File: config.mk
export PLATFORM = sky130hd
export DESIGN_NAME = gn_ram
export DESIGN_NICKNAME = d
export VERILOG_FILES = /design/src/hdl/assert_macros.svh /design/src/hdl/gn_pkg.sv /design/src/hdl/gn_ram.sv
export SDC_FILE = /design/constraint.sdc
export NUM_CORES = 2
export LEC_CHECK = 0
export BUFFER_PORTS_ARGS = -buffer_cell sky130_fd_sc_hd__buf_4
export CORE_MARGIN = 2
export CORE_UTILIZATION = 45
export CTS_CLUSTER_SIZE = 10
export DETAILED_ROUTE_END_ITERATION = 12
export SYNTH_ARGS = -nofsm -noshare
export SYNTH_HDL_FRONTEND = slang
export SYNTH_SLANG_ARGS = --single-unit
File: constraint.sdc
create_clock -name clock -period 3.2 [get_ports clock]
set_clock_uncertainty 0.1 [all_clocks]
set_input_delay 0.32 -clock clock [delete_from_list [all_inputs] [get_ports clock]]
set_output_delay 0.32 -clock clock [all_outputs]
set_load 0.02 [all_outputs]
File: src/hdl/assert_macros.svh
// Assertion macros for the gradient noise block.
// Needs a clock and a reset signal in the scope that uses them.
`ifndef ASSERT_MACROS_SVH
`define ASSERT_MACROS_SVH

// same-cycle implication
`define GN_ASSERT_IMP(name, ante, cons) \
   name: assert property (@(posedge clock) disable iff (reset) (ante) |-> (cons)) \
      else $error("gradient noise assertion failed");

// next-cycle implication
`define GN_ASSERT_NEXT(name, ante, cons) \
   name: assert property (@(posedge clock) disable iff (reset) (ante) |=> (cons)) \
      else $error("gradient noise assertion failed");

`endif

File: src/hdl/gn_pkg.sv
// Constants, codes and types for the gradient noise block.
// Used by gn_ram and gradient_noise_1d_2d_3d; depends on nothing.
`default_nettype none

package gn_pkg;

   localparam int TABLE_SIZE = 256;
   localparam int IDX_W      = $clog2(TABLE_SIZE);
   localparam int FRAC_W     = 16;
   localparam int GRAD_W     = 16;
   localparam int COORD_W    = 32;
   localparam int PERM_W     = 8;
   localparam int OUT_W      = 18;

   localparam int S_W    = FRAC_W + 1;
   localparam int PROD_W = FRAC_W + 1 + GRAD_W;
   localparam int GM_W   = PROD_W - (GRAD_W - 1);
   localparam int VAL_W  = GM_W + 2;
   localparam int DIFF_W = VAL_W + 1;
   localparam int MP_W   = S_W + 1 + DIFF_W;

   localparam logic [1:0] MODE_LOAD = 2'd0;
   localparam logic [1:0] MODE_1D   = 2'd1;
   localparam logic [1:0] MODE_2D   = 2'd2;
   localparam logic [1:0] MODE_3D   = 2'd3;

   typedef struct packed {
      logic [1:0]               mode;
      logic [IDX_W-1:0]         entry;
      logic [PERM_W-1:0]        perm;
      logic signed [GRAD_W-1:0] g1;
      logic signed [GRAD_W-1:0] g2x;
      logic signed [GRAD_W-1:0] g2y;
      logic signed [GRAD_W-1:0] g3x;
      logic signed [GRAD_W-1:0] g3y;
      logic signed [GRAD_W-1:0] g3z;
      logic [FRAC_W-1:0]        fx;
      logic [FRAC_W-1:0]        fy;
      logic [FRAC_W-1:0]        fz;
      logic [IDX_W-1:0]         by;
      logic [IDX_W-1:0]         bz;
   } ctl_type;

   typedef struct packed {
      logic [S_W-1:0] sx;
      logic [S_W-1:0] sy;
      logic [S_W-1:0] sz;
   } scurve_type;

endpackage

`default_nettype wire

File: src/hdl/gn_ram.sv
// Table RAM, one write port and one registered read port, read before write.
// Depends on gn_pkg for the table depth.
`default_nettype none

module gn_ram #(
   parameter int WIDTH = 8
) (
   input  wire logic                     clock,
   input  wire logic                     rd_en,
   input  wire logic [gn_pkg::IDX_W-1:0] rd_addr,
   input  wire logic                     wr_en,
   input  wire logic [gn_pkg::IDX_W-1:0] wr_addr,
   input  wire logic [WIDTH-1:0]         wr_data,
   output      logic [WIDTH-1:0]         rd_data
);

   logic [WIDTH-1:0] mem [gn_pkg::TABLE_SIZE];
   logic [WIDTH-1:0] rd_data_ff;

   always_ff @(posedge clock) begin
      if (wr_en) begin
         mem[wr_addr] <= wr_data;
      end
      if (rd_en) begin
         rd_data_ff <= mem[rd_addr];
      end
   end

   assign rd_data = rd_data_ff;

endmodule

`default_nettype wire

==> reports/results.ini <==
[status]
outcome=finished clean

[sta]
hold_ws_ns=0.0543
finalWorstSetupSlack_ns=0.259
max_freq_ghz=0.340
slew_headroom=0.348
min_period_ns=2.94
finalSetupViolCount=0
tightest_slew_ns=0.978
post-route-period-util=0.919
grt_setup_unrepaired=no
hold_viol=0
drv_slew=0

[logic_synthesis]
netlist_instances=3733
synth.top_cells.by_count=edfxtp_1 (2056), mux4_2 (454), nor2_1 (282), mux2i_1 (134), a22oi_1 (133)
synth_area_leader_cell=edfxtp_1
synth_warnings=0
ys_ff_latch=2056
ys_seq_area_frac=0.775
avgSynthCellArea_um2=21.3
synthTopCellsByArea=edfxtp_1 (78%), mux4_2 (13%), mux2i_1 (1.7%), nor2_1 (1.3%), a22oi_1 (1.3%)
yosys_most_used_dff=edfxtp_1
synth_edf_count=2056
async_reset_ff_frac=0
yosysTopAreaCellShare=0.775
post-synth-top-count-cell=edfxtp_1
syn_nets=3760
ys_types=54
syn_area_um2=79600

[cts]
clk_path_buf_depth=3
h-tree-depth=4
cts.sinks=2056
cts.clk_slew.worst_paths_ns=0.05
cts-root-buf=clkbuf_16
cts_buffers=227
clkLatencyLatePin_ns=0.86
cts_tree=done

[layout]
instances_no_fill=6680
antenna_cells=0
area_growth_pct=16.2
fill_cells=13600
final_core_util=0.526
stdcell_area_um2=92500
drive_gt1_frac=0.296
nNetsFinal=4325

[setup_path]
end_kind=flop
crit_fanout=1
critical_path_required_ns=3.66
cp-start-kind=flop
crit_type=reg -> reg
arrival_ns=3.40

[route]
route.detailed.drc=0
ant_nets=0
avgRoutedWirePerCell_um=29.9
vias_per_cell=5.99
drt_iter0_drc=4841
first_pass_iters=5
vias=40000
totalWireLength_um=200000

[floorplanning]
fp.coreArea_um2=176000
io_pins=35
initial_core_util=0.453
dieArea_um2=180000
fp.dieW_um=425
rows=154
die-height_um=425

[grt]
grt_pass1_wl_um=289000
grt_max_degree=112
grt_overflow=0
antenna_found_initial=11
grt.total_usage=0.223
grt_pass1_vias=40100

[power_and_ir_drop]
power_density_nw_per_um2=598
p_leak_nw=29.5
ir_drop_uv=621

[min_path]
hold_class=in -> reg

[placement]
place_ws_ns=-0.630
place_area_um2=86300
post-dp-hpwl_um=127000
port_buffers=34
gp_congestion=0.832
dp_cells=6400

[flow_run]
max-cap-violations=0

==> layer usage <==
| metal | share of wire | routed length, um | vias up | global-route usage |
|---|---|---|---|---|
| li1 | - | - | 16700 | - |
| met1 | 0.42 | 83900 | 21300 | 0.324 |
| met2 | 0.48 | 94900 | 1696 | 0.348 |
| met3 | 0.079 | 15800 | 289 | 0.0411 |
| met4 | 0.026 | 5100 | 0 | 0.0603 |
| met5 | 0 | 0 | - | 0 |
==> power breakdown <==
part,internal [mW],total [mW],switching [mW]
Sequential,29.7,29.8,0.0303
Combinational,1.15,2.96,1.81
Clock,12.7,22.6,9.91
==> final cells by class <==
class,count,area (um^2),area share
clock inverters,22,365,0.00395
clock buffers,249,5780,0.0625
inverters,2,7.51,0.0000811
repair buffers,569,5210,0.0563
flip-flops and latches,2056,61700,0.667
multi-input cells,1442,16500,0.178
well taps,2340,2930,0.0316
==> per-stage QoR <==
step	setup TNS, ns	power (mW)
floorplan	0	31.7
global placement	-2.42	33.2
detailed placement	-2.51	33.3
CTS	0	55.7
global route	0	56.9
finish	0	55.3
==> kinds of logic after synthesis <==
| family | synth area share |
|---|---|
| and+or+nand+nor | 0.0263 |
| AOI/OAI and AO/OA | 0.0342 |
| muxes | 0.146 |
| buffers and inverters | 0.0183 |
| DFF | 0.775 |
==> flip-flops by register name, summed over array words and instances, names as in the netlist <==
signal	cells
mem	2048
rd_data	8
==> placed cells by master (no fill, tap or decap), types with 10 or more instances in the layout <==
master     count
nor4_1        24
nand2_1       33
a211oi_1      15
o21ai_0       10
edfxtp_1    2056
clkbuf_16    228
clkbuf_1      21
a21oi_1       96
mux2i_1      134
buf_4        483
nor3_1        22
mux4_2       454
buf_12        67
nand3_1       31
nand4_1       10
o221ai_1      46
o22ai_1       28
nor2b_1       28
a22oi_1      133
a221oi_1      13
nor2_1       279
o211ai_1      10
==> final timing paths <==
| path | startpoint | endpoint | slack [ns] | depth (start not counted) |
|---|---|---|---|---|
| min | wr_addr[6] | mem[214][1]$_DFFE_PP_ | 0.05 | 3 |
| max reg2reg | mem[27][3]$_DFFE_PP_ | rd_data[3]$_DFFE_PP_ | 0.26 | 7 |
| min reg2reg | mem[32][5]$_DFFE_PP_ | rd_data[5]$_DFFE_PP_ | 1.03 | 7 |
| max | mem[27][3]$_DFFE_PP_ | rd_data[3]$_DFFE_PP_ | 0.26 | 7 |
==> critical path, cell delays in order, from the launching register on <==
cell	delay [ns]
edfxtp_1	0.35
mux4_2	0.49
a22o_1	0.26
a221oi_1	0.57
o221ai_1	0.26
a211oi_2	0.40
buf_4	0.19
nor4_1	0.04
==> what timing repair did <==
item | 4_1_cts | 5_1_grt
setup buffers | 0 | 0
endpoints found under the setup margin | 1 | 0
hold buffers | 9 | 0
resized for setup | 1 | 0
endpoints found under the hold margin | 516 | 0
(Power assumes the default switching activity.)
